[src/rtl/assert_macros.svh]
// Assertion helpers. Each use expects clk and rst in scope.
`ifndef ASSERT_MACROS_SVH
`define ASSERT_MACROS_SVH

// Same-cycle implication.
`define ESCP_ASSERT_NOW(lbl, ante, cons) \
  lbl: assert property (@(posedge clk) disable iff (rst) (ante) |-> (cons)) \
    else $error("assertion failed");

// Implication checked in the next cycle.
`define ESCP_ASSERT_NEXT(lbl, ante, cons) \
  lbl: assert property (@(posedge clk) disable iff (rst) (ante) |=> (cons)) \
    else $error("assertion failed");

`endif

[src/rtl/escp_pkg.sv]
package escp_pkg;

  // Controller states, one-hot.
  typedef enum logic [5:0] {
    ST_CLEAR   = 6'b000001,
    ST_IDLE    = 6'b000010,
    ST_LOOKUP  = 6'b000100,
    ST_SCAN    = 6'b001000,
    ST_EVICT   = 6'b010000,
    ST_INSTALL = 6'b100000
  } state_t;

endpackage

[src/rtl/enhanced_second_chance_pager_unit.sv]
// Channel  Handshake             Beat fields
// -------  --------------------  ---------------------------------------------
// in       in_valid / in_ready   page_no, is_write
// out      out_valid / out_ready frame_no, hit, evicted, evict_page, write_back
//
// Steps: a hit or a fill of a free frame does a page map read, then an update.
//   A miss with all frames full adds the clock scan, one frame per cycle (the
//   fourth round always stops at the hand), then the owner read and the page
//   map rewrite.
// Reset: a clearing pass writes every page map entry invalid, with in_ready
//   low until it ends.
// Stalls: one result register; the next beat is taken while a result waits,
//   and the block holds in its final step until the result register is free.
`include "assert_macros.svh"

module enhanced_second_chance_pager_unit #(
  parameter int FRAMES = 8,
  parameter int PAGES  = 256
) (
  input  logic                       clk,
  input  logic                       rst,
  input  logic                       in_valid,
  output logic                       in_ready,
  input  logic [$clog2(PAGES)-1:0]   page_no,
  input  logic                       is_write,
  output logic                       out_valid,
  input  logic                       out_ready,
  output logic [$clog2(FRAMES)-1:0]  frame_no,
  output logic                       hit,
  output logic                       evicted,
  output logic [$clog2(PAGES)-1:0]   evict_page,
  output logic                       write_back
);

  localparam int PW = $clog2(PAGES);
  localparam int FW = $clog2(FRAMES);
  localparam logic [PW:0]   PAGES_W   = (PW+1)'(PAGES);
  localparam logic [FW:0]   FRAMES_W  = (FW+1)'(FRAMES);
  localparam logic [FW-1:0] LAST_F    = FW'(FRAMES - 1);
  localparam logic [PW-1:0] LAST_PAGE = PW'(PAGES - 1);

  function automatic logic [FW-1:0] next_frame(input logic [FW-1:0] f);
    next_frame = (f == LAST_F) ? '0 : f + 1'b1;
  endfunction

  // Page map: {valid, frame}. Frame owner: resident page per frame.
  logic [FW:0]   page_map    [PAGES];
  logic [PW-1:0] frame_owner [FRAMES];

  escp_pkg::state_t state;

  logic [FRAMES-1:0] frame_ref;
  logic [FRAMES-1:0] frame_dirty;
  logic [FW-1:0]     clock_hand;
  logic [FW:0]       frames_used;
  logic [PW-1:0]     clr_idx;

  logic [PW-1:0] page_q;
  logic          wr_q;
  logic [FW-1:0] scan_f;
  logic [FW-1:0] scan_cnt;
  logic [1:0]    scan_pass;
  logic [FW-1:0] victim;
  logic [PW-1:0] vic_page;
  logic          vic_wb;

  logic [FW:0]   pm_rd;
  logic [PW-1:0] own_rd;

  // Combinational controls
  logic          accept;
  logic [PW-1:0] page_in;
  logic          out_free;
  logic          out_load;
  logic          pm_vld;
  logic [FW-1:0] pm_frame;
  logic          fill_ok;
  logic [FW-1:0] fill_f;
  logic          scan_take;
  logic          scan_wrap;
  logic          pm_we;
  logic [PW-1:0] pm_wa;
  logic [FW:0]   pm_wd;
  logic          own_we;
  logic [FW-1:0] own_wa;
  logic          own_re;
  logic [FW-1:0] own_ra;

  assign in_ready = (state == escp_pkg::ST_IDLE);
  assign accept   = in_valid && in_ready;
  // page_no is below 2*PAGES, so one compare-subtract reduces it
  assign page_in  = ({1'b0, page_no} >= PAGES_W) ? page_no - PAGES_W[PW-1:0] : page_no;
  assign out_free = !out_valid || out_ready;
  assign pm_vld   = pm_rd[FW];
  assign pm_frame = pm_rd[FW-1:0];
  assign fill_ok  = frames_used < FRAMES_W;
  assign fill_f   = frames_used[FW-1:0];
  // A new result goes into the output register this cycle
  assign out_load = out_free &&
                    (((state == escp_pkg::ST_LOOKUP) && (pm_vld || fill_ok)) ||
                     (state == escp_pkg::ST_INSTALL));

  // Scan takes a frame with ref 0 and dirty matching the pass parity.
  assign scan_take = (state == escp_pkg::ST_SCAN) && !frame_ref[scan_f] &&
                     (frame_dirty[scan_f] == scan_pass[0]);
  assign scan_wrap = (scan_cnt == LAST_F);

  always_comb begin
    pm_we  = 1'b0;
    pm_wa  = page_q;
    pm_wd  = '0;
    own_we = 1'b0;
    own_wa = fill_f;
    own_re = 1'b0;
    own_ra = clock_hand;
    unique case (state)
      escp_pkg::ST_CLEAR: begin
        pm_we = 1'b1;
        pm_wa = clr_idx;
      end
      escp_pkg::ST_LOOKUP: begin
        if (!pm_vld && fill_ok && out_free) begin
          pm_we  = 1'b1;
          pm_wd  = {1'b1, fill_f};
          own_we = 1'b1;
        end
      end
      escp_pkg::ST_SCAN: begin
        if (scan_take) begin
          own_re = 1'b1;
          own_ra = scan_f;
        end else if (scan_wrap && scan_pass == 2'd3) begin
          own_re = 1'b1;   // unreachable fallback: take the hand
        end
      end
      escp_pkg::ST_EVICT: begin
        pm_we = 1'b1;      // drop old page's mapping
        pm_wa = own_rd;
      end
      escp_pkg::ST_INSTALL: begin
        if (out_free) begin
          pm_we  = 1'b1;
          pm_wd  = {1'b1, victim};
          own_we = 1'b1;
          own_wa = victim;
        end
      end
      default: ;
    endcase
  end

  // Memories
  always_ff @(posedge clk) begin
    if (accept) begin
      pm_rd <= page_map[page_in];
    end
    if (pm_we) begin
      page_map[pm_wa] <= pm_wd;
    end
  end

  always_ff @(posedge clk) begin
    if (own_re) begin
      own_rd <= frame_owner[own_ra];
    end
    if (own_we) begin
      frame_owner[own_wa] <= page_q;
    end
  end

  // Controller
  always_ff @(posedge clk) begin
    if (rst) begin
      state       <= escp_pkg::ST_CLEAR;
      clr_idx     <= '0;
      frame_ref   <= '0;
      frame_dirty <= '0;
      clock_hand  <= '0;
      frames_used <= '0;
      out_valid   <= 1'b0;
    end else begin
      if (out_ready && !out_load) begin
        out_valid <= 1'b0;
      end
      unique case (state)
        escp_pkg::ST_CLEAR: begin
          clr_idx <= clr_idx + 1'b1;
          if (clr_idx == LAST_PAGE) begin
            state <= escp_pkg::ST_IDLE;
          end
        end
        escp_pkg::ST_IDLE: begin
          if (accept) begin
            page_q <= page_in;
            wr_q   <= is_write;
            state  <= escp_pkg::ST_LOOKUP;
          end
        end
        escp_pkg::ST_LOOKUP: begin
          if (pm_vld) begin
            if (out_free) begin
              frame_ref[pm_frame] <= 1'b1;
              if (wr_q) begin
                frame_dirty[pm_frame] <= 1'b1;
              end
              out_valid   <= 1'b1;
              frame_no    <= pm_frame;
              hit         <= 1'b1;
              evicted     <= 1'b0;
              evict_page  <= '0;
              write_back  <= 1'b0;
              state       <= escp_pkg::ST_IDLE;
            end
          end else if (fill_ok) begin
            if (out_free) begin
              frame_ref[fill_f]   <= 1'b1;
              frame_dirty[fill_f] <= wr_q;
              frames_used         <= frames_used + 1'b1;
              clock_hand          <= next_frame(fill_f);
              out_valid           <= 1'b1;
              frame_no            <= fill_f;
              hit                 <= 1'b0;
              evicted             <= 1'b0;
              evict_page          <= '0;
              write_back          <= 1'b0;
              state               <= escp_pkg::ST_IDLE;
            end
          end else begin
            scan_f    <= clock_hand;
            scan_cnt  <= '0;
            scan_pass <= 2'd0;
            state     <= escp_pkg::ST_SCAN;
          end
        end
        escp_pkg::ST_SCAN: begin
          if (scan_take) begin
            victim <= scan_f;
            state  <= escp_pkg::ST_EVICT;
          end else begin
            // odd passes clear ref bits they pass over
            if (scan_pass[0]) begin
              frame_ref[scan_f] <= 1'b0;
            end
            scan_f <= next_frame(scan_f);
            if (scan_wrap) begin
              scan_cnt  <= '0;
              scan_pass <= scan_pass + 1'b1;
              if (scan_pass == 2'd3) begin
                victim <= clock_hand;
                state  <= escp_pkg::ST_EVICT;
              end
            end else begin
              scan_cnt <= scan_cnt + 1'b1;
            end
          end
        end
        escp_pkg::ST_EVICT: begin
          vic_page <= own_rd;
          vic_wb   <= frame_dirty[victim];
          state    <= escp_pkg::ST_INSTALL;
        end
        escp_pkg::ST_INSTALL: begin
          if (out_free) begin
            frame_ref[victim]   <= 1'b1;
            frame_dirty[victim] <= wr_q;
            clock_hand          <= next_frame(victim);
            out_valid           <= 1'b1;
            frame_no            <= victim;
            hit                 <= 1'b0;
            evicted             <= 1'b1;
            evict_page          <= vic_page;
            write_back          <= vic_wb;
            state               <= escp_pkg::ST_IDLE;
          end
        end
        default: state <= escp_pkg::ST_IDLE;
      endcase
    end
  end

  `ESCP_ASSERT_NOW(a_used_bound, 1'b1, frames_used <= FRAMES_W)
  `ESCP_ASSERT_NOW(a_scan_full, state == escp_pkg::ST_SCAN, frames_used == FRAMES_W)
  `ESCP_ASSERT_NOW(a_hit_frame_filled, (state == escp_pkg::ST_LOOKUP) && pm_vld,
                   (FW+1)'(pm_frame) < frames_used)
  `ESCP_ASSERT_NEXT(a_accept_lookup, accept, state == escp_pkg::ST_LOOKUP)

endmodule

[config.mk]
export PLATFORM = sky130hd
export DESIGN_NAME = enhanced_second_chance_pager_unit
export DESIGN_NICKNAME = d
export VERILOG_FILES = /design/src/rtl/escp_pkg.sv /design/src/rtl/enhanced_second_chance_pager_unit.sv
export VERILOG_INCLUDE_DIRS = /design/src /design/src/rtl
export SDC_FILE = /design/constraint.sdc
export NUM_CORES = 1
export LEC_CHECK = 0
export BUFFER_PORTS_ARGS = -buffer_cell sky130_fd_sc_hd__buf_2
export CORE_MARGIN = 4
export CORE_UTILIZATION = 55
export DETAILED_ROUTE_END_ITERATION = 8
export GPL_ROUTABILITY_DRIVEN = 1
export PLACE_DENSITY = 0.78
export SETUP_SLACK_MARGIN = 0.1
export SYNTH_ARGS = -nofsm -noshare
export SYNTH_HDL_FRONTEND = slang
export SYNTH_SLANG_ARGS = --single-unit
[constraint.sdc]
create_clock -name clk -period 10.4 [get_ports clk]
set_input_delay 0 -clock clk [delete_from_list [all_inputs] [get_ports clk]]
set_output_delay 0 -clock clk [all_outputs]
set_load 0.02 [all_outputs]
==> impl_metrics.tcl <==
set metrics [dict create \
    run_status "finished clean" \
    synth_edf_count 1143 \
    ir_worst_vdd_mv 0.1643 \
    clock_tree_from_tritoncts "done" \
    vias 26080 \
    multi_input_area_mm2 0.01201 \
    timing.final.setup_violations 0 \
    final.fill_count 5724 \
    routedWlPerCell_um 29.16 \
    rsz0062_at_grt "no" \
    post_cts_resize_count 0 \
    worst_hold_startpoint "page_no[4]" \
    post-route-period-util 0.4673 \
    finish.net_count 2699 \
    setup_slack_placement_ns 5.633 \
    grt_use_total 0.2513 \
    r2r_setup_slack_ns 5.54 \
    cts_made_buffers 111 \
    finalHoldViolCount 0 \
    core-area_mm2 0.08582 \
    power_leakage_nw 14.89 \
    crit-reg2reg-capture "page_map[228][2]$_DFFE_PP_" \
    timing.reg2reg.worst_path_depth 6 \
    post-synth-top-area-fraction 0.7169 \
    timing.hold.worst.class "in2reg" \
    antenna_found_initial 0 \
    floorplan.die.width_um 303.0 \
    reg2reg_from "state[4]$_SDFFE_PP0P_" \
    routabilityCongestion 0.8811 \
    slew_limit_headroom 0.05624 \
    yosys_most_used_dff "edfxtp_1" \
    post-dp-hpwl_um 66770 \
    root_buffer "clkbuf_16" \
    globalRouteOverflowTotal 0 \
    timing.hold.worst_path_depth 1 \
    drt_pass1_iterations 6 \
    clk_latency_ns 0.71 \
    dieArea_mm2 0.09183 \
    h-tree-depth 3 \
    io_pins 29 \
    worstPathRequired_ns 10.78 \
    grt_max_degree 206 \
    synthArstFlopShare 0 \
    drt-initial-drc-count 3330 \
    drc 0 \
    power.density_mw_per_mm2 190.2 \
    min_to "page_q[4]$_DFFE_PP_" \
    cts.hold.buffers_added 11 \
    totalNegativeSetupSlack_ns 0 \
    cp-end-kind "flop" \
    row_count 107 \
    path_max_fanout 80 \
    clock-skew-final_ns 0.03322 \
    cp_data_arrival_time_ns 5.24 \
    detail-route-antenna-nets 0 \
    first_global_vias 26120 \
    timing_worst_setup_path_type "reg2reg" \
    fraction_of_final_layout_cells_sized_beyond_drive_strength_1 0.1896 \
    synth.net_count 2686 \
    holdWs_ns 0.1094 \
    ys_top_cells_by_area "edfxtp_1 (72%), mux4_2 (12%), nor2_1 (2.5%)" \
    critPathLaunchType "flop" \
    max_freq_ghz 0.2058 \
    maxCapViolations 0 \
    synthDistinctLibCells 85 \
    synth.cell_area_mm2 0.04788 \
    timing.final.crit_period_ns 4.860 \
    synth.largest_area_cell "edfxtp_1" \
    syn_area_per_cell_um2 17.98 \
    global_route_wire_length_before_repair_um 171000 \
    yosys_warnings 0 \
    area_delta_synth_final_pct 10.01 \
    port-buffer-count 28 \
    fp.dieH_um 303.0 \
    clk_path_buf_depth 3 \
    maxSlewViolCount 0 \
    final_worst_slack_ns 5.540 \
    total_detailed_routing_wirelength_um 114100 \
    synthesis.instances 2663 \
    area.sequential_mm2 0.03508 \
    worst-slew-pin-transition_ns 1.416 \
    finish.utilization 0.6138 \
    route.detailed.vias_per_inst 6.664 \
    seq_area_frac_synth 0.7328 \
    numClockSinks 1181 \
    post_cts_buffers 0 \
    start_util 0.5579 \
    synth_seq_cells 1181 \
    cts.reportedPaths.clkPinSlew_ns 0.06 \
]
[synthesized netlist by cell type (all sizes together), types with 7 or more instances]
cell type / n
nor3b: 7
o211ai: 9
o21ai: 44
nor2: 325
nand3: 27
inv: 19
or3: 7
nand2b: 20
ha: 10
nor4: 18
nand2: 113
mux4: 264
mux2: 14
o221ai: 12
dfxtp: 38
a31oi: 15
buf: 81
xnor2: 9
o22ai: 14
and3: 24
mux2i: 75
nor3: 44
edfxtp: 1143
and2: 34
a211oi: 25
a21oi: 65
nor2b: 13
a221oi: 32
clkbuf: 84
[stage by stage]
stage          power (mW)  std cells  area, um^2
2_1_floorplan       5.831       2663       47880
5_1_grt             10.29       3913       52670
6_report            10.02       3914       52670
3_3_place_gp        6.087       3696       48990
4_1_cts             10.03       3913       52670
3_5_place_dp        6.109       3696       48990
[worst max-delay path: stages, from the launching register on]
cell and delay (ns):
dfxtp_1 0.35, nor4_1 0.72, nand3b_1 0.78, nor2_1 0.72
a22o_4 0.41, buf_4 0.75, buf_4 0.71
[worst max-delay path by stage]
stage	from	to	slack, ns	cells after the start
2_1_floorplan	state[4]$_SDFFE_PP0P_	page_map[0][1]$_DFFE_PP_	4.62	5
3_3_place_gp	state[4]$_SDFFE_PP0P_	page_map[234][2]$_DFFE_PP_	5.88	6
3_5_place_dp	state[4]$_SDFFE_PP0P_	page_map[234][2]$_DFFE_PP_	5.63	6
4_1_cts	state[4]$_SDFFE_PP0P_	page_map[235][2]$_DFFE_PP_	5.62	6
5_1_grt	state[4]$_SDFFE_PP0P_	page_map[64][2]$_DFFE_PP_	5.16	6
6_report	state[4]$_SDFFE_PP0P_	page_map[228][2]$_DFFE_PP_	5.54	6
[layout make-up]
class	count	share of cell area
multi-input cells	1298	0.2280
repair buffers	65	0.009597
clock buffers	131	0.05456
diodes	1	0.00004751
well taps	1144	0.02718
inverters	19	0.001449
clock inverters	75	0.01311
flip-flops and latches	1181	0.6661
[report_power, final]
part	switching [mW]	total, mW	internal (mW)	leakage (nW)
registers	0.0410	5.25	5.21	9.46
clock network	1.77	3.98	2.21	1.72
logic	0.586	0.786	0.199	3.70
[routing by layer]
metal  track usage  part of all wire  vias to the layer above
met5             0                 0                        -
met4        0.1043             0.045                        0
met3       0.04565              0.10                      293
met2        0.3998              0.49                     1756
met1        0.3491              0.37                    13300
li1              -                 -                    10730
[flip-flops by register name (all words and copies together), names as in the netlist, 4 cells and up]
name and flops:
frames_used 4, frame_owner 64, evict_page 8, own_rd 8, frame_ref 8, vic_page 8, frame_dirty 8, page_map 1024
pm_rd 4, page_q 8, state 6, clr_idx 8
[placed cells by master (no fill, tap or decap), types with 31 or more instances in the layout]
master        n
edfxtp_1   1143
dfxtp_1      38
clkinv_1     31
nor2_1      322
a21oi_1      65
o21ai_0      40
mux4_2      264
mux2i_1      75
and2_1       33
nor3_1       42
clkbuf_16   112
nand2_1     109
[cells by family after synthesis]
family          count (synthesis)  share of synthesized area
xor+xnor                       10                   0.001986
simple gates                  655                    0.06387
fa+ha+maj                      10                   0.002613
mux                           353                     0.1432
compound gates                270                    0.03855
flops                        1181                     0.7328
buf+inv                       184                    0.01704
No activity file was read; power rests on OpenSTA's default activity.
